## config.mk

```make
export PLATFORM = sky130hd
export DESIGN_NAME = ssr_front_flat
export DESIGN_NICKNAME = d
export VERILOG_FILES = /design/src/rtl/sparse_spike_readout_sgd_top_macros.svh /design/src/rtl/ssr_pkg.sv /design/src/rtl/ssr_ifs.sv /design/src/rtl/ssr_front.sv /design/src/flat_wrapper.sv
export SDC_FILE = /design/constraint.sdc
export NUM_CORES = 1
export LEC_CHECK = 0
export BUFFER_PORTS_ARGS = -buffer_cell sky130_fd_sc_hd__buf_2
export CAP_MARGIN = 5
export CORE_UTILIZATION = 24
export DETAILED_ROUTE_END_ITERATION = 12
export PLACE_DENSITY_LB_ADDON = 0.2
export SYNTH_ARGS = -nofsm -noshare
export SYNTH_HDL_FRONTEND = slang
export SYNTH_SLANG_ARGS = --single-unit
```

## constraint.sdc

```tcl
create_clock -name vclk -period 1.1
set_input_delay 0.11 -clock vclk [all_inputs]
set_output_delay 0.11 -clock vclk [all_outputs]
set_load 0.01 [all_outputs]
```

## src/rtl/sparse_spike_readout_sgd_top_macros.svh

```systemverilog
// Assertion macros shared by the readout RTL.
// Needs nothing; included by ssr_back, the module that checks itself.
`ifndef SPARSE_SPIKE_READOUT_SGD_TOP_MACROS_SVH
`define SPARSE_SPIKE_READOUT_SGD_TOP_MACROS_SVH

// same-cycle implication
`define SSR_ASSERT_NOW(label, clk, rst_n, ante, cons, msg) \
    label: assert property (@(posedge clk) disable iff (!rst_n) (ante) |-> (cons)) \
        else $error(msg);

// next-cycle implication
`define SSR_ASSERT_NEXT(label, clk, rst_n, ante, cons, msg) \
    label: assert property (@(posedge clk) disable iff (!rst_n) (ante) |=> (cons)) \
        else $error(msg);

`endif

```

## src/rtl/ssr_pkg.sv

```systemverilog
// Types, codes and arithmetic helpers of the spike readout.
// No dependencies.
package ssr_pkg;

    // input operation codes
    localparam logic [2:0] OP_LOAD_W = 3'd0;
    localparam logic [2:0] OP_LOAD_B = 3'd1;
    localparam logic [2:0] OP_SPIKE  = 3'd2;
    localparam logic [2:0] OP_ERROR  = 3'd3;
    localparam logic [2:0] OP_UPDATE = 3'd4;

    localparam logic signed [17:0] Q16_ONE = 18'sd65536;
    localparam logic [15:0]        LR_RESET = 16'd66;

    typedef enum logic [2:0] {
        K_LOAD_W,
        K_LOAD_B,
        K_SPIKE,
        K_ERROR,
        K_UPDATE
    } t_kind;

    // one queued work word
    typedef struct packed {
        t_kind              kind;
        logic [5:0]         row;
        logic [12:0]        col;
        logic signed [15:0] val;
        logic signed [17:0] err;
        logic               col_ok;
        logic               last;
    } t_work;

    function automatic logic signed [23:0] sat24(input logic signed [24:0] v);
        if (v > 25'sd8388607) begin
            return 24'sd8388607;
        end else if (v < -25'sd8388608) begin
            return -24'sd8388608;
        end
        return v[23:0];
    endfunction

    function automatic logic signed [15:0] sat16(input logic signed [16:0] v);
        if (v > 17'sd32767) begin
            return 16'sd32767;
        end else if (v < -17'sd32768) begin
            return -16'sd32768;
        end
        return v[15:0];
    endfunction

    // Q3.32 product to Q4.12, round half up
    function automatic logic signed [15:0] step_of(input logic signed [34:0] p);
        logic signed [35:0] t;
        t = 36'(p) + 36'sd524288;
        return t[35:20];
    endfunction

    // old minus rounded step, saturated
    function automatic logic signed [15:0] descend(input logic signed [15:0] old,
                                                   input logic signed [34:0] p);
        return sat16(17'(old) - 17'(step_of(p)));
    endfunction

endpackage

```

## src/rtl/ssr_ifs.sv

```systemverilog
// Valid/ready channel interfaces for input items and logit words.
// Depends on ssr_pkg.
interface ssr_in_if import ssr_pkg::*; ();
    logic               valid;
    logic               ready;
    logic [2:0]         operation;
    logic [5:0]         class_row;
    logic [12:0]        input_column;
    logic signed [15:0] load_value;
    logic [16:0]        probability;
    logic [5:0]         target_class;
    logic               last_spike;

    modport source (output valid, operation, class_row, input_column, load_value,
                    probability, target_class, last_spike, input ready);
    modport sink (input valid, operation, class_row, input_column, load_value,
                  probability, target_class, last_spike, output ready);
endinterface


```

## src/rtl/ssr_front.sv

```systemverilog
// Front end: decodes input words, drops no-op items, forms work words.
// Depends on ssr_pkg and ssr_in_if.
module ssr_front import ssr_pkg::*; #(
    parameter int NUM_CLASSES = 64,
    parameter int NUM_INPUTS  = 8192
) (
    ssr_in_if.sink i_item,
    input  logic   i_q_ready,
    output logic   o_q_valid,
    output t_work  o_q_data
);

    logic row_ok;
    logic col_ok;
    logic keep;

    assign row_ok = 32'(i_item.class_row) < NUM_CLASSES;
    assign col_ok = 32'(i_item.input_column) < NUM_INPUTS;

    // classify and build the work word
    always_comb begin
        o_q_data.kind   = K_LOAD_W;
        o_q_data.row    = i_item.class_row;
        o_q_data.col    = i_item.input_column;
        o_q_data.val    = i_item.load_value;
        o_q_data.err    = $signed({1'b0, i_item.probability})
                        - ((i_item.class_row == i_item.target_class) ? Q16_ONE : 18'sd0);
        o_q_data.col_ok = col_ok;
        o_q_data.last   = i_item.last_spike;
        keep            = 1'b0;
        unique case (i_item.operation)
            OP_LOAD_W: begin
                o_q_data.kind = K_LOAD_W;
                keep          = row_ok && col_ok;
            end
            OP_LOAD_B: begin
                o_q_data.kind = K_LOAD_B;
                keep          = row_ok;
            end
            OP_SPIKE: begin
                o_q_data.kind = K_SPIKE;
                keep          = col_ok || i_item.last_spike;
            end
            OP_ERROR: begin
                o_q_data.kind = K_ERROR;
                keep          = row_ok;
            end
            OP_UPDATE: begin
                o_q_data.kind = K_UPDATE;
                keep          = col_ok;
            end
            default: keep = 1'b0;
        endcase
    end

    // dropped words are still taken, only when the queue has room
    assign i_item.ready = i_q_ready;
    assign o_q_valid    = i_item.valid && keep;

endmodule

```

## src/flat_wrapper.sv

```systemverilog
// flat-port wrapper written by rule: the top's interface ports become plain ports
module ssr_front_flat import ssr_pkg::*;
#(
    parameter int NUM_CLASSES = 64,
    parameter int NUM_INPUTS  = 8192
)
  (i_q_ready, o_q_valid, o_q_data, i_item_valid, i_item_operation, i_item_class_row, i_item_input_column, i_item_load_value, i_item_probability, i_item_target_class, i_item_last_spike, i_item_ready);
  ssr_in_if i_item_i ();
  input  logic i_q_ready;
  output logic o_q_valid;
  output t_work o_q_data;
  input wire logic [$bits(i_item_i.valid)-1:0] i_item_valid;
  input wire logic [$bits(i_item_i.operation)-1:0] i_item_operation;
  input wire logic [$bits(i_item_i.class_row)-1:0] i_item_class_row;
  input wire logic [$bits(i_item_i.input_column)-1:0] i_item_input_column;
  input wire logic [$bits(i_item_i.load_value)-1:0] i_item_load_value;
  input wire logic [$bits(i_item_i.probability)-1:0] i_item_probability;
  input wire logic [$bits(i_item_i.target_class)-1:0] i_item_target_class;
  input wire logic [$bits(i_item_i.last_spike)-1:0] i_item_last_spike;
  output wire logic [$bits(i_item_i.ready)-1:0] i_item_ready;
  assign i_item_i.valid = i_item_valid;
  assign i_item_i.operation = i_item_operation;
  assign i_item_i.class_row = i_item_class_row;
  assign i_item_i.input_column = i_item_input_column;
  assign i_item_i.load_value = i_item_load_value;
  assign i_item_i.probability = i_item_probability;
  assign i_item_i.target_class = i_item_target_class;
  assign i_item_i.last_spike = i_item_last_spike;
  assign i_item_ready = i_item_i.ready;
  ssr_front #(.NUM_CLASSES(NUM_CLASSES), .NUM_INPUTS(NUM_INPUTS)) u_core (.i_item(i_item_i), .i_q_ready(i_q_ready), .o_q_valid(o_q_valid), .o_q_data(o_q_data));
endmodule
```

## Word-level counts from Yosys, hierarchy flattened

Cells that the tools add are included.

| cells by class | value |
|---|---|
| add/subtract/negate cells | 1 |
| multiplexer cells | 3 |
| reduce and logical (&&, ||, !) cells | 3 |
| eq/ne operators | 5 |

Operators by type and width:

| cell | count |
|---|---|
| $sub A18 B18 Y18 | 1 |
| $mux W17 | 1 |
| $pmux W3 S4 | 1 |
| $eq A3 B2 Y1 const B | 2 |
| $eq A6 B6 Y1 | 1 |
| $reduce_or A5 Y1 | 1 |
| $eq A3 B1 Y1 const B | 1 |
| $eq A3 B3 Y1 const B | 1 |
| $logic_not A3 Y1 | 1 |
| $logic_and A1 B1 Y1 | 1 |
| $mux W1 | 1 |

| word-level totals | value |
|---|---|
| bits in registers | 0 |
| word-level logic and storage cells | 12 |
| output and inout bits | 60 |
| input bits | 64 |

## Longest topological paths before layout

| depth | value |
|---|---|
| depth after elaboration | 4 |
| gate-level depth with buffers | 5 |

## Worst setup path before layout

No wires, ideal clock.

| timing | value |
|---|---|
| path type | input -> output |
| start point | input i_item_target_class[2] |
| end point | output o_q_data[18] in the netlist's numbering |
| required time | 990 ps |
| setup slack | 212 ps |
| data arrival time | 778 ps |
| stages on the path | 5 |
| path buffers | 0 |
| cell sequence | xnor2_1 > nand4_1 > nor3_2 > ha_1 > inv_1 |

RTL lines:

| what | line | RTL |
|---|---|---|
| start: declaration | flat_wrapper.sv:18 | `input wire logic [$bits(i_item_i.target_class)-1:0] i_item_target_class;` |
| end: declaration | flat_wrapper.sv:11 | `output t_work o_q_data;` |

==> flow_metrics.env <==
export IMPL_portBuffers=29
export IMPL_endpoint_kind="output port"
export IMPL_wl_met1_um=210
export IMPL_drv_cap=0
export IMPL_syn_inst=71
export IMPL_synth_top_area_cell="buf_4"
export IMPL_highest_layer="met4"
export IMPL_fin_ws_ps=-13.2
export IMPL_dieHeight_um=49.0
export IMPL_dr_wl_met2_um=290
export IMPL_leakage_uw=0.000200
export IMPL_antenna_left=0
export IMPL_critical_path_class="in -> out"
export IMPL_critPathBufInv=3
export IMPL_fmax_mhz=898
export IMPL_vias_per_cell=3.69
export IMPL_drt_pass1_iterations=1
export IMPL_syn_avg_cell_area_um2=7.45
export IMPL_clkbuf_count=0
export IMPL_synth_top_cell_area_share_pct=76.6
export IMPL_drt_drc_violations_left=0
export IMPL_synth_xor_area_share_pct=9.93
export IMPL_row_count=16
export IMPL_detailed_place_hpwl_um=618
export IMPL_wire_per_inst_um=9.66
export IMPL_antenna_found_initial=0
export IMPL_setup_viol=1
export IMPL_cp_top_family="buffers and inverters"
export IMPL_gr_total_overflow=0
export IMPL_drive_gt1_share_pct=70.2
export IMPL_drt_iter0_markers=0
export IMPL_slew_viol_final=0
export IMPL_die_area_um2=2400
export IMPL_wl_um=715
export IMPL_core_um2=2020
export IMPL_crit_path_max_incr_delay_ps=240
export IMPL_gp_congestion=0.552
export IMPL_wl_met3_um=156
export IMPL_power_uw=127
export IMPL_hold_class="in -> out"
export IMPL_seq_area_um2=0
export IMPL_syn_num_nets=136
export IMPL_worst_setup_path_start_kind="input port"
export IMPL_vdd_ir_drop_max_v=0.0000902
export IMPL_fin_cells=74
export IMPL_ys_types=12
export IMPL_vias=273
export IMPL_ys_seq_area_share_pct=0
export IMPL_nFlopsAndLatches=0
export IMPL_ys_warnings_count=0
export IMPL_fin_nets=114
export IMPL_hold_viol=0
export IMPL_die_w_um=49.0
export IMPL_grt_max_degree=5
export IMPL_yosys_area_share_simple_pct=8.04
export IMPL_areaGrowthSynthToFinish_pct=-31.4
export IMPL_status="finished, violations left"
export IMPL_mostFrequentLayoutCells="buf_2, buf_6"
export IMPL_synth_compound_area_share_pct=0.946
export IMPL_cp_required_ps=990
export IMPL_dp_cells=74
export IMPL_crit_arrival_ps=1000
export IMPL_power_density_nw_per_um2=350
export IMPL_track_usage_pct=5.27
export IMPL_postCtsHoldBufs=0
export IMPL_syn_area_um2=529
export IMPL_grt_first_pass_wirelength_mm=1.05
export IMPL_synth_top_family_by_area="buffers and inverters"
export IMPL_crit_chain="buf_6 -> xnor2_2 -> nand4_1 -> nor3_2 -> ha_1 -> inv_1 -> buf_2"
export IMPL_yosys_top_cells_area="buf_4, xnor2_1, xor2_1"
export IMPL_violations="negative setup slack"
export IMPL_synth_adder_area_share_pct=2.36
export IMPL_slowest_stage="ha_1"
export IMPL_fin_crit_sh_pct=101
export IMPL_design_portCount=124
export IMPL_muxShareOfSynthArea_pct=0
export IMPL_final_common_cell="buf_2"
export IMPL_grt_pass1_vias=221
export IMPL_antenna_cells=0
export IMPL_rsz0062_at_grt="true"
export IMPL_cp_max_fo=1
export IMPL_initial_core_util_pct=26.2
export IMPL_min_period_ps=1110
[power by group]
part | switching (uW) | leakage (uW) | internal [uW]
combinational | 51.9 | 0.000200 | 75.0
clock | 0 | 0 | 0
sequential | 0 | 0 | 0
[layout make-up]
| cell class | count | area (um^2) |
|---|---|---|
| Fill cell | 239 | 1660 |
| Inverter | 2 | 7.51 |
| Multi-Input combinational cell | 15 | 131 |
| Tap cell | 27 | 33.8 |
| Timing Repair Buffer | 30 | 190 |
[synthesized netlist by cell type]
cell type	number
and2_1	1
buf_4	54
conb_1	1
ha_1	1
inv_1	2
nand4_1	1
nor2b_1	2
nor3_2	1
nor3b_1	1
o21ai_0	1
xnor2_1	4
xor2_1	2
[cells by family (layout without fill, tap and decap cells)]
| family | after synthesis | count (layout) |
|---|---|---|
| buffers and inverters | 56 | 32 |
| xor gates and xnor gates | 6 | 6 |
| and+or+nand+nor | 6 | 6 |
| adders and majority gates | 1 | 1 |
| other | 1 | 1 |
| AOI/OAI and AO/OA | 1 | 1 |
[through the flow]
step / hold slack [ps] / setup TNS, ps / util [%] / instance area (um^2) / worst slack, ps
after detailed placement: 220 / -45.4 / 15.3 / 310 / -45.4
after global placement: 220 / -71.9 / 15.3 / 310 / -71.9
after global routing: 220 / -104 / 17.9 / 363 / -104
after floorplan: 266 / 0 / - / 529 / 212
final: 220 / -13.2 / 17.9 / 363 / -13.2
after CTS: 220 / -29.3 / 17.6 / 357 / -29.3
[timing repair]
item,in CTS,in global routing
resized for setup,7,2
gates cloned,0,0
pin swaps,1,0
buffers inserted,0,0
setup endpoints to repair,1,1
[worst paths after layout]
kind / startpoint / endpoint / slack (ps) / depth (start not counted)
min: i_item_probability[10] / o_q_data[12] / 220 / 0
max: i_item_target_class[0] / o_q_data[18] / -10 / 7
[per-layer routing]
metal,up-vias,track usage [%]
met1,112,5.01
li1,114,-
met5,-,0
met3,12,2.80
met4,0,6.86
met2,35,7.18
No activity file was read; power rests on OpenSTA's default activity.
