## src/rtl/sparse_spike_readout_sgd_top_macros.svh

```systemverilog
// Assertion macros shared by the readout RTL.
// Needs nothing; included by ssr_back, the module that checks itself.
`ifndef SPARSE_SPIKE_READOUT_SGD_TOP_MACROS_SVH
`define SPARSE_SPIKE_READOUT_SGD_TOP_MACROS_SVH

// same-cycle implication
`define SSR_ASSERT_NOW(label, clk, rst_n, ante, cons, msg) \
    label: assert property (@(posedge clk) disable iff (!rst_n) (ante) |-> (cons)) \
        else $error(msg);

// next-cycle implication
`define SSR_ASSERT_NEXT(label, clk, rst_n, ante, cons, msg) \
    label: assert property (@(posedge clk) disable iff (!rst_n) (ante) |=> (cons)) \
        else $error(msg);

`endif

```

## src/rtl/ssr_pkg.sv

```systemverilog
// Types, codes and arithmetic helpers of the spike readout.
// No dependencies.
package ssr_pkg;

    // input operation codes
    localparam logic [2:0] OP_LOAD_W = 3'd0;
    localparam logic [2:0] OP_LOAD_B = 3'd1;
    localparam logic [2:0] OP_SPIKE  = 3'd2;
    localparam logic [2:0] OP_ERROR  = 3'd3;
    localparam logic [2:0] OP_UPDATE = 3'd4;

    localparam logic signed [17:0] Q16_ONE = 18'sd65536;
    localparam logic [15:0]        LR_RESET = 16'd66;

    typedef enum logic [2:0] {
        K_LOAD_W,
        K_LOAD_B,
        K_SPIKE,
        K_ERROR,
        K_UPDATE
    } t_kind;

    // one queued work word
    typedef struct packed {
        t_kind              kind;
        logic [5:0]         row;
        logic [12:0]        col;
        logic signed [15:0] val;
        logic signed [17:0] err;
        logic               col_ok;
        logic               last;
    } t_work;

    function automatic logic signed [23:0] sat24(input logic signed [24:0] v);
        if (v > 25'sd8388607) begin
            return 24'sd8388607;
        end else if (v < -25'sd8388608) begin
            return -24'sd8388608;
        end
        return v[23:0];
    endfunction

    function automatic logic signed [15:0] sat16(input logic signed [16:0] v);
        if (v > 17'sd32767) begin
            return 16'sd32767;
        end else if (v < -17'sd32768) begin
            return -16'sd32768;
        end
        return v[15:0];
    endfunction

    // Q3.32 product to Q4.12, round half up
    function automatic logic signed [15:0] step_of(input logic signed [34:0] p);
        logic signed [35:0] t;
        t = 36'(p) + 36'sd524288;
        return t[35:20];
    endfunction

    // old minus rounded step, saturated
    function automatic logic signed [15:0] descend(input logic signed [15:0] old,
                                                   input logic signed [34:0] p);
        return sat16(17'(old) - 17'(step_of(p)));
    endfunction

endpackage

```

## src/rtl/ssr_queue.sv

```systemverilog
// Two-entry work queue between front and back end.
// Depends on ssr_pkg.
module ssr_queue import ssr_pkg::*; (
    input  logic  i_clk,
    input  logic  i_rst_n,
    input  logic  i_valid,
    output logic  o_ready,
    input  t_work i_data,
    output logic  o_valid,
    input  logic  i_ready,
    output t_work o_data
);

    t_work      r_slot [2];
    logic       r_wp;
    logic       r_rp;
    logic [1:0] r_cnt;
    logic       push;
    logic       pop;

    assign o_ready = r_cnt != 2'd2;
    assign o_valid = r_cnt != 2'd0;
    assign o_data  = r_slot[r_rp];
    assign push    = i_valid && o_ready;
    assign pop     = o_valid && i_ready;

    // pointers and fill count
    always_ff @(posedge i_clk) begin
        if (!i_rst_n) begin
            r_wp  <= 1'b0;
            r_rp  <= 1'b0;
            r_cnt <= 2'd0;
        end else begin
            if (push) begin
                r_wp <= !r_wp;
            end
            if (pop) begin
                r_rp <= !r_rp;
            end
            r_cnt <= r_cnt + 2'(push) - 2'(pop);
        end
    end

    // payload slots
    always_ff @(posedge i_clk) begin
        if (push) begin
            r_slot[r_wp] <= i_data;
        end
    end

endmodule

```

## config.mk

```make
export PLATFORM = sky130hd
export DESIGN_NAME = ssr_queue
export DESIGN_NICKNAME = d
export VERILOG_FILES = /design/src/rtl/sparse_spike_readout_sgd_top_macros.svh /design/src/rtl/ssr_pkg.sv /design/src/rtl/ssr_queue.sv
export SDC_FILE = /design/constraint.sdc
export NUM_CORES = 1
export LEC_CHECK = 0
export BUFFER_PORTS_ARGS = -buffer_cell sky130_fd_sc_hd__buf_4
export CAP_MARGIN = 30
export CORE_UTILIZATION = 50
export DETAILED_ROUTE_END_ITERATION = 8
export GPL_ROUTABILITY_DRIVEN = 1
export PLACE_DENSITY_LB_ADDON = 0.08
export SLEW_MARGIN = 0
export SYNTH_ARGS = -nofsm -noshare
export SYNTH_HDL_FRONTEND = slang
export SYNTH_SLANG_ARGS = --single-unit
```

## constraint.sdc

```tcl
create_clock -name i_clk -period 3.2 [get_ports i_clk]
set_clock_uncertainty 0.1 [all_clocks]
set_input_delay 0.32 -clock i_clk [delete_from_list [all_inputs] [get_ports i_clk]]
set_output_delay 0.32 -clock i_clk [all_outputs]
set_load 0.1 [all_outputs]
```

---- Word-level counts from Yosys, hierarchy flattened ----
Memory sizes are Yosys's and may differ from the RTL's. A register that Yosys moved wholly into a read port is not among the register bits.
Cells that the tools add are included.
storage, ports and cells
  flip-flop bits (word level) ............. 4
  latch bits .............................. 0
  RAM bits ................................ 116
  ROM bits ................................ 0
  input bits .............................. 62
  output and inout port bits .............. 60
  logic and storage cells ................. 16
  memories kept ........................... 1
memories
  name    words  bits a word  rd ports  clocked after Yosys merged registers in  write ports  RTL line         source
  r_slot  2      58           1         1                                        1            ssr_queue.sv:14  t_work r_slot [2];
operators by class
  add/subtract/negate cells ............... 2
  $mul .................................... 0
  div/mod/pow operators ................... 0
  magnitude comparators ................... 0
  equal/unequal tests ..................... 1
  shifts and indexed selects .............. 0
  mux-type cells .......................... 4
  bitwise operators ....................... 0
  reduce and logical (&&, ||, !) cells .... 5
operator list
  operator                                       number
  2-to-1 mux 1 bit                               4
  adder 2 x 1 -> 2 bit                           1
  logical AND 1 bit                              2
  zero test 1 bit                                2
  inequality test 2 bit (second input constant)  1
  nonzero test 2 bit                             1
  subtractor 2 x 1 -> 2 bit                      1

---- Longest topological paths before layout ----
Gate-level depths: netlist of the first run.
  word-level depth ........................ 4
  gate-level depth with buffers ........... 6
  depth with buffers taken out ............ 6

---- Worst setup path before layout of the first run ----
OpenSTA, ideal clock, no wires.
  kind .................................... register -> register
  start point ............................. reg r_cnt[0]
  end point ............................... mem r_slot[1][0] (netlist bit) (enable)
  arrival time ............................ 2.784 ns
  required time ........................... 2.678 ns
  slack ................................... -0.107 ns
  stages on the path, launching flop included .. 3
  buffers on the path ..................... 0
  cells stage by stage .................... dfxtp_1 -> nand2b_1 -> and3_1
between the ends
  cells in the longest elaborated chain, start to end .. 4
ends and longest elaborated chain
  what                                    RTL line         source
  from (decl)                             ssr_queue.sv:17  logic [1:0] r_cnt;
  from (signal assigned)                  ssr_queue.sv:40  r_cnt <= r_cnt + 2'(push) - 2'(pop);
  inequality test 2 bit                   ssr_queue.sv:21  assign o_ready = r_cnt != 2'd2;
  via o_ready                             ssr_queue.sv:7   output logic o_ready,
  logical AND 1 bit                       ssr_queue.sv:24  assign push = i_valid && o_ready;
  2-to-1 mux 1 bit                        ssr_queue.sv:46  if (push) begin
  2-to-1 mux 1 bit (not written as such)  ssr_queue.sv:47  r_slot[r_wp] <= i_data;
  to (decl)                               ssr_queue.sv:14
The timed path passes the listed nets, and every way through them passes these cells.

==> out/qor.yml, run 1 <==
crit_slowest_cell: "dfxtp_2"
cts_setup_buffers: 0
grt_pass1_wl_mm: 12.8
synth.avg_cell_area_um2: 21.2
clk_latency_ps: 490
drtIter0Drc: 151
setup_viol: 0
ys_seq_elements: 121
wire_per_inst_um: 16.3
antenna_found_initial: 0
cap_violations: 0
grt_max_degree: 47
hold_violations: 0
dr.pass1.iters: 4
yosys_warnings: 0
multi_input_area_um2: 811
maxSlewHeadroom: 0.538
final.setup.tns_ps: 0
outcome: "finished, final reports clean"
clockBufferDepth: 2
grt_pass1_vias: 2679
dp_slack_ps: 1200
ant_nets: 0
fin_cells: 527
cts_resized: 0
dieWidth_um: 96.3
cts_sinks: 121
rsz0062_at_grt: "no"
rows: 34
grt-ovfl-total: 0
core-area_um2: 8680
hpwl_mm: 4.88
cts_tree: "yes"
max_freq_mhz: 413
timing.final.crit_share: 0.757
hp-class: "input pin to register"
clk_pin_slew_worst_paths_ps: 60
setup_ws_ps: 777
fillers: 504
cts_hold_buf: 59
place_congestion: 0.671
peakVddDrop_mv: 0.524
worstMarginPinSlew_ps: 692
ioPinCount: 122
cts_buffers: 17
grt_usage: 0.195
critPathTopFamily: "flip-flops"
cellLeakagePower_nw: 2.59
maxSlewViolCount: 0
drc: 0
start_util: 0.512
place_inst: 437
synth_cell_types: 26
synthCells: 210
crit_path_end_kind: "output port"
ys_seq_area_frac: 0.806
critPathMaxFanout: 46
die_y_um: 96.3
num-nets-final: 470
synth_nets: 273
viasPerCell: 4.85
syn_to_final_growth_pct: 51.1
vias: 2555
htreeDepth: 4
synth_area_um2: 4450
diodes: 0
min_period_ps: 2420
io_buffer_count: 121
crit_type: "register to output port"
routed_wl_mm: 8.57
arrival_ps: 2000
regArea_um2: 3580
slowest_delay_ps: 540
cp-start-kind: "register"
path_buf_inv: 2
powerDensity_nw_per_um2: 918
drive_gt1_frac: 0.382
die_area_um2: 9270
cp_data_required_time_ps: 2780
path_cells: "buf_12 -> mux2_1 -> buf_4"
cts_root_buf: "clkbuf_8"
-- logic make-up after synthesis --
| logic type | count (synthesis) | share of synthesized area |
|---|---|---|
| muxes | 58 | 0.147 |
| and+or+nand+nor | 15 | 0.0205 |
| xor gates and xnor gates | 1 | 0.00197 |
| adders and majority gates | 1 | 0.00281 |
| AOI/OAI and AO/OA | 6 | 0.00985 |
| DFF | 121 | 0.806 |
| buffers and inverters | 8 | 0.0118 |
-- worst paths after layout --
check / startpoint / endpoint / slack, ps / depth (start not counted)
min reg2reg: r_rp / r_rp / 420 / 2
min: i_valid / r_wp / 60 / 3
max reg2reg: r_cnt[0] / r_slot[0][30] / 1210 / 4
max: register / o_data[45] / 780 / 3
-- synth_stat cells --
master	instances	area share
a21oi_1	1	0.0011
and2_1	1	0.0014
nor3_2	1	0.0023
nand3_1	1	0.0011
and3_1	2	0.0028
buf_2	3	0.0034
xor2_1	1	0.0020
o31a_1	1	0.0020
buf_6	2	0.0051
edfxtp_1	116	0.78
dfxtp_1	5	0.023
nor2b_1	1	0.0014
ha_1	1	0.0028
o21ba_1	1	0.0023
nand2b_1	1	0.0014
a21bo_1	1	0.0023
inv_1	2	0.0017
buf_4	1	0.0017
nor4bb_1	1	0.0023
o21ai_1	1	0.0011
mux2_1	58	0.15
or2_1	1	0.0014
o21ai_0	1	0.0011
nor2_1	4	0.0034
nand3b_1	1	0.0017
nor4_1	1	0.0014
-- cells in the final DEF (no fill, tap or decap), types with 2 or more instances in the layout --
cell type      netlist  final
buf_4                1    122
edfxtp_1           116    116
dlygate4sd3_1        0     59
mux2_1              58     58
clkbuf_16            0     16
nor2_1               4      4
bufinv_16            0      4
clkinv_4             0      4
dfxtp_1              5      4
buf_12               0      3
clkinv_2             0      2
clkinvlp_4           0      2
inv_6                0      2
-- where the power goes --
group	switching (W)	internal, W
sequential	0.0000617	0.00193
clock	0.000667	0.00127
combinational	0.00173	0.000520
total	0.00245	0.00371
-- through the flow --
stage | hold slack [ps] | utilization | total power, W | instance area [um^2]
finish | 55.8 | 0.774 | 0.00616 | 6720
global route | 36.2 | 0.774 | 0.00637 | 6720
CTS | 21.0 | 0.774 | 0.00621 | 6720
detailed placement | 408 | 0.635 | 0.00421 | 5510
global placement | 386 | 0.635 | 0.00419 | 5510
floorplan | 319 | - | 0.00377 | 4450
-- registers in the layout, summed over array words and instances, names as in the netlist, named ones only --
signal	cells
r_slot	116
r_cnt	2
r_rp	1
r_wp	1
-- final cells by class --
cell class	instances	share of cell area
Clock buffer	17	0.0617
Clock inverter	14	0.0294
Inverter	2	0.00112
Multi-Input combinational cell	81	0.121
Sequential cell	121	0.534
Tap cell	108	0.0201
Timing Repair Buffer	184	0.233
-- worst min-delay path: cells and delay by family --
kind	cells	cell delay (ps)
compound gates	2	160
buf+inv	1	120
-- layer usage --
| metal | wire, um | vias up | global-route usage |
|---|---|---|---|
| met4 | 36 | 0 | 0.0772 |
| li1 | - | 1228 | - |
| met3 | 529 | 2 | 0.0735 |
| met2 | 4600 | 90 | 0.345 |
| met5 | 0 | - | 0 |
| met1 | 3410 | 1235 | 0.211 |
Note: power is estimated with default switching activity, not from simulation.
==> run 2, diff against run 1 <==
--- a/config.mk
+++ b/config.mk
@@ -5,6 +5,7 @@
 export SDC_FILE = /design/constraint.sdc
 export NUM_CORES = 1
 export LEC_CHECK = 0
+export ABC_AREA = 1
 export BUFFER_PORTS_ARGS = -buffer_cell sky130_fd_sc_hd__buf_4
 export CAP_MARGIN = 30
 export CORE_UTILIZATION = 50
==> constraint.sdc (replaced) <==
create_clock -name i_clk -period 2.4 [get_ports i_clk]
set_clock_uncertainty 0.1 [all_clocks]
set_input_delay 0.24 -clock i_clk [delete_from_list [all_inputs] [get_ports i_clk]]
set_output_delay 0.24 -clock i_clk [all_outputs]
set_load 0.1 [all_outputs]
==> out/qor.yml, run 2 <==
yosys_warnings: 0
drive_gt1_frac: 0.512
grt_max_degree: 31
regMostFlops: "r_slot"
cts_resized: 0
final_common_cell: "buf_4"
hp-class: "input pin to register"
crit_type: "register to output port"
maxSlewViolCount: 0
cts_sinks: 121
yosysTopAreaCellShare: 0.775
place_area_um2: 5610
drtIter0Drc: 105
cts_setup_buffers: 0
hold_violations: 0
synth_area_leaders: "edfxtp_1, mux2_2, mux2_4, dfxtp_1, nand2_1"
drc: 0
fin_cells: 536
routed_wl_mm: 8.23
rsz0062_at_grt: "no"
p_comb_frac: 0.431
synth.most_common_cell: "edfxtp_1"
final.setup.tns_ps: 0
stdcell_area_um2: 6770
die_area_um2: 9370
cellLeakagePower_nw: 2.65
maxSlewHeadroom: 0.717
viasPerCell: 4.74
switchingPower_w: 0.00390
fin_util: 0.776
die_y_um: 96.8
p_total_w: 0.00914
rows: 34
cts_tree: "yes"
synth.avg_cell_area_um2: 20.8
synth_cell_types: 13
multi_input_area_um2: 857
io_buffer_count: 121
min_period_ps: 2300
critPathMaxFanout: 21
vias: 2540
cts_root_buf: "clkbuf_8"
dr.pass1.iters: 4
synth_top_area_cell: "edfxtp_1"
synth_async_sr_flop_share: 0
grt-ovfl-total: 0
antenna_found_initial: 0
fillers: 494
dieWidth_um: 96.8
cap_violations: 0
clockBufferDepth: 2
synthCells: 216
clkPwrFrac: 0.263
ant_nets: 0
grt_pass1_wl_mm: 13.1
ioPinCount: 122
synth_area_um2: 4490
htreeDepth: 4
peakVddDrop_mv: 1.04
syn_to_final_growth_pct: 50.7
worstMarginPinSlew_ps: 425
grt_usage: 0.186
crit_path_end_kind: "output port"
synth_ff_type: "edfxtp_1"
p_sw_frac: 0.426
outcome: "finished, final reports clean"
powerDensity_nw_per_um2: 1350
regToRegStartpoint: "r_cnt[0]"
p_int_w: 0.00525
synth-edff-count: 116
wire_per_inst_um: 15.3
hp-start: "i_ready"
clk_pin_slew_worst_paths_ps: 60
diodes: 0
arrival_ps: 1960
power_frac_seq: 0.306
grt_pass1_vias: 2829
setup_viol: 0
core-area_um2: 8720
num-nets-final: 478
clk_latency_ps: 490
largest_register_ffs: 116
synthTopCellsByCount: "edfxtp_1, mux2_2, mux2_4"
ys_seq_elements: 121
layout_common_cells: "buf_4, edfxtp_1, dlygate4sd3_1, mux2_2, mux2_4"
place_inst: 445
synth_nets: 279
place_congestion: 0.686
hpwl_mm: 4.95
cp_data_required_time_ps: 2060
cts_hold_buf: 59
cts_buffers: 17
start_util: 0.515
max_freq_mhz: 435
regArea_um2: 3580
reg_top3: "r_slot x116, r_cnt x2"
ys_seq_area_frac: 0.798
timing.final.crit_share: 0.957
cp-start-kind: "register"
run 2: cell types whose count changed in the layout (fill, tap and decap cells not counted), sizes merged, moves of 2 or more:
cell	change
o21ai	-2
nor2	+5
and3	-2
clkinv	+3
buf	+2
nand2	+11
inv	+3
run 2: cells by family (layout without fill, tap and decap cells):
kind of cell,Yosys count,count (layout),synth area share
simple gates,21,21,0.0178
fa+ha+maj,1,1,0.00278
xor+xnor,1,1,0.00195
buf+inv,13,225,0.0167
compound gates,1,1,0.00111
mux,58,58,0.162
flops,121,121,0.798
run 2: worst max-delay path: stages (launching register included):
cell     delay, ps
dfxtp_2        590
buf_12         250
mux2_2         370
buf_4          240
run 2: routing by layer:
| metal | global-route usage | part of all wire | vias up | wire (um) |
|---|---|---|---|---|
| li1 | - | - | 1228 | - |
| met2 | 0.326 | 0.53 | 93 | 4370 |
| met3 | 0.0802 | 0.062 | 8 | 509 |
| met5 | 0 | 0 | - | 0 |
| met4 | 0.0689 | 0.010 | 0 | 82 |
| met1 | 0.199 | 0.40 | 1211 | 3270 |
run 2: through the flow:
stage,hold slack (ps),setup WS [ps]
finish,98.2,103
global route,120,12.7
CTS,72.7,53.3
detailed placement,328,605
global placement,325,607
floorplan,233,35.0
run 2: worst paths after layout:
check / endpoint / slack [ps] / depth (start not counted)
worst max register to register: r_slot[1][4] / 620 / 5
worst max-delay path: o_data[3] / 100 / 3
worst min-delay path: register / 100 / 5
worst min register to register: register / 400 / 2
run 2: layout make-up:
type / count / share of cell area
clock buffers: 18 / 0.0617
clock inverters: 14 / 0.0231
inverters: 7 / 0.00388
multi-input cells: 82 / 0.127
flip-flops and latches: 121 / 0.529
well taps: 108 / 0.0200
repair buffers: 186 / 0.235
run 2: power by group through the flow:
stage          clock [W]  sequential [W]  combinational [W]
2_1_floorplan          0         0.00279            0.00316
3_3_place_gp           0         0.00282            0.00386
3_5_place_dp           0         0.00284            0.00387
4_1_cts          0.00245         0.00280            0.00396
5_1_grt          0.00255         0.00283            0.00406
6_report         0.00241         0.00280            0.00394
==> run 3, diff against run 2 <==
--- a/config.mk
+++ b/config.mk
@@ -6,7 +6,7 @@
 export NUM_CORES = 1
 export LEC_CHECK = 0
 export ABC_AREA = 1
-export BUFFER_PORTS_ARGS = -buffer_cell sky130_fd_sc_hd__buf_4
+export BUFFER_PORTS_ARGS = -buffer_cell sky130_fd_sc_hd__buf_2
 export CAP_MARGIN = 30
 export CORE_UTILIZATION = 50
 export DETAILED_ROUTE_END_ITERATION = 8
==> out/qor.yml, run 3 (synthesis results as in run 2) <==
routed_wl_mm: 7.91
drc: 0
regMostFlops: "r_slot"
r2r_slack_ps: 680
fin_cells: 534
grt-ovfl-total: 0
setup_ws_ps: 170
dp_slack_ps: 673
die_area_um2: 9370
rows: 34
dr.pass1.iters: 4
min_period_ps: 2230
cts_sinks: 121
cts_setup_buffers: 0
wire_per_inst_um: 14.8
timing.final.crit_share: 0.929
grt_usage: 0.183
hp-class: "input pin to register"
viasPerCell: 4.79
outcome: "finished, final reports clean"
dieWidth_um: 96.8
reg_top3: "r_slot x116, r_cnt x2"
syn_to_final_growth_pct: 43.8
final.setup.tns_ps: 0
drtIter0Drc: 99
cp_data_required_time_ps: 2060
fin_util: 0.741
clk_latency_ps: 490
drive_gt1_frac: 0.509
setup_viol: 0
cts_root_buf: "clkbuf_8"
htreeDepth: 4
cellLeakagePower_nw: 2.53
hpwl_mm: 4.51
maxSlewHeadroom: 0.662
cap_violations: 0
ioPinCount: 122
hold_violations: 0
largest_register_ffs: 116
layout_common_cells: "buf_2, edfxtp_1, dlygate4sd3_1, mux2_2, mux2_4"
grt_pass1_vias: 2736
clk_pin_slew_worst_paths_ps: 50
vias: 2558
grt_pass1_wl_mm: 12.9
core-area_um2: 8720
max_freq_mhz: 448
worstMarginPinSlew_ps: 511
diodes: 0
grt_max_degree: 59
place_inst: 443
num-nets-final: 476
antenna_found_initial: 0
maxSlewViolCount: 0
cts_buffers: 17
cts_tree: "yes"
arrival_ps: 1890
io_buffer_count: 121
ant_nets: 0
final_common_cell: "buf_2"
start_util: 0.515
cp-start-kind: "register"
place_congestion: 0.670
crit_type: "register to output port"
clockBufferDepth: 2
critPathMaxFanout: 26
crit_path_end_kind: "output port"
powerDensity_nw_per_um2: 1380
die_y_um: 96.8
peakVddDrop_mv: 0.935
rsz0062_at_grt: "no"
run 3: routing by layer:
metal,share of wire,GRT usage,routed length (um),up-vias
met5,0,0,0,-
met4,0.015,0.0792,118,0
met3,0.057,0.0658,450,12
met2,0.51,0.310,4040,84
met1,0.42,0.209,3300,1230
li1,-,-,-,1232
run 3: power by group:
group	switching [W]	internal [W]	total, W
Combinational	0.00293	0.000768	0.00370
Clock	0.000882	0.00159	0.00247
Sequential	0.0000885	0.00268	0.00277
Total	0.00390	0.00504	0.00894
run 3: worst paths after layout:
check | endpoint | start | cells after the start
worst max register to register | r_slot[1][26] | r_cnt[0] | 5
worst min register to register | r_rp | r_rp | 2
worst min-delay path | r_cnt[1] | i_ready | 5
worst max-delay path | o_data[6] | register | 3
run 3: what timing repair did:
action / CTS / global route
endpoints found under the hold margin: 121 / 0
resized for setup: 0 / 0
setup endpoints to repair: 0 / 0
hold buffers: 59 / 0
run 3: metrics by stage:
stage	power, W	hold WS [ps]	instance area (um^2)
CTS	0.00900	73.6	6460
global route	0.00925	126	6460
finish	0.00894	105	6460
global placement	0.00643	328	5280
detailed placement	0.00645	331	5280
floorplan	0.00595	233	4520
run 3: final cells by class:
| cell class | count | area, um^2 |
|---|---|---|
| Fill cell | 544 | 2260 |
| Clock buffer | 19 | 422 |
| Timing Repair Buffer | 184 | 1260 |
| Tap cell | 108 | 135 |
| Multi-Input combinational cell | 82 | 857 |
| Inverter | 7 | 26.3 |
| Sequential cell | 121 | 3580 |
| Clock inverter | 13 | 173 |
run 3: worst max-delay path: stages, from the launching register on:
cell	delay, ps
dfxtp_2	350
buf_4	350
mux2_2	400
buf_2	290
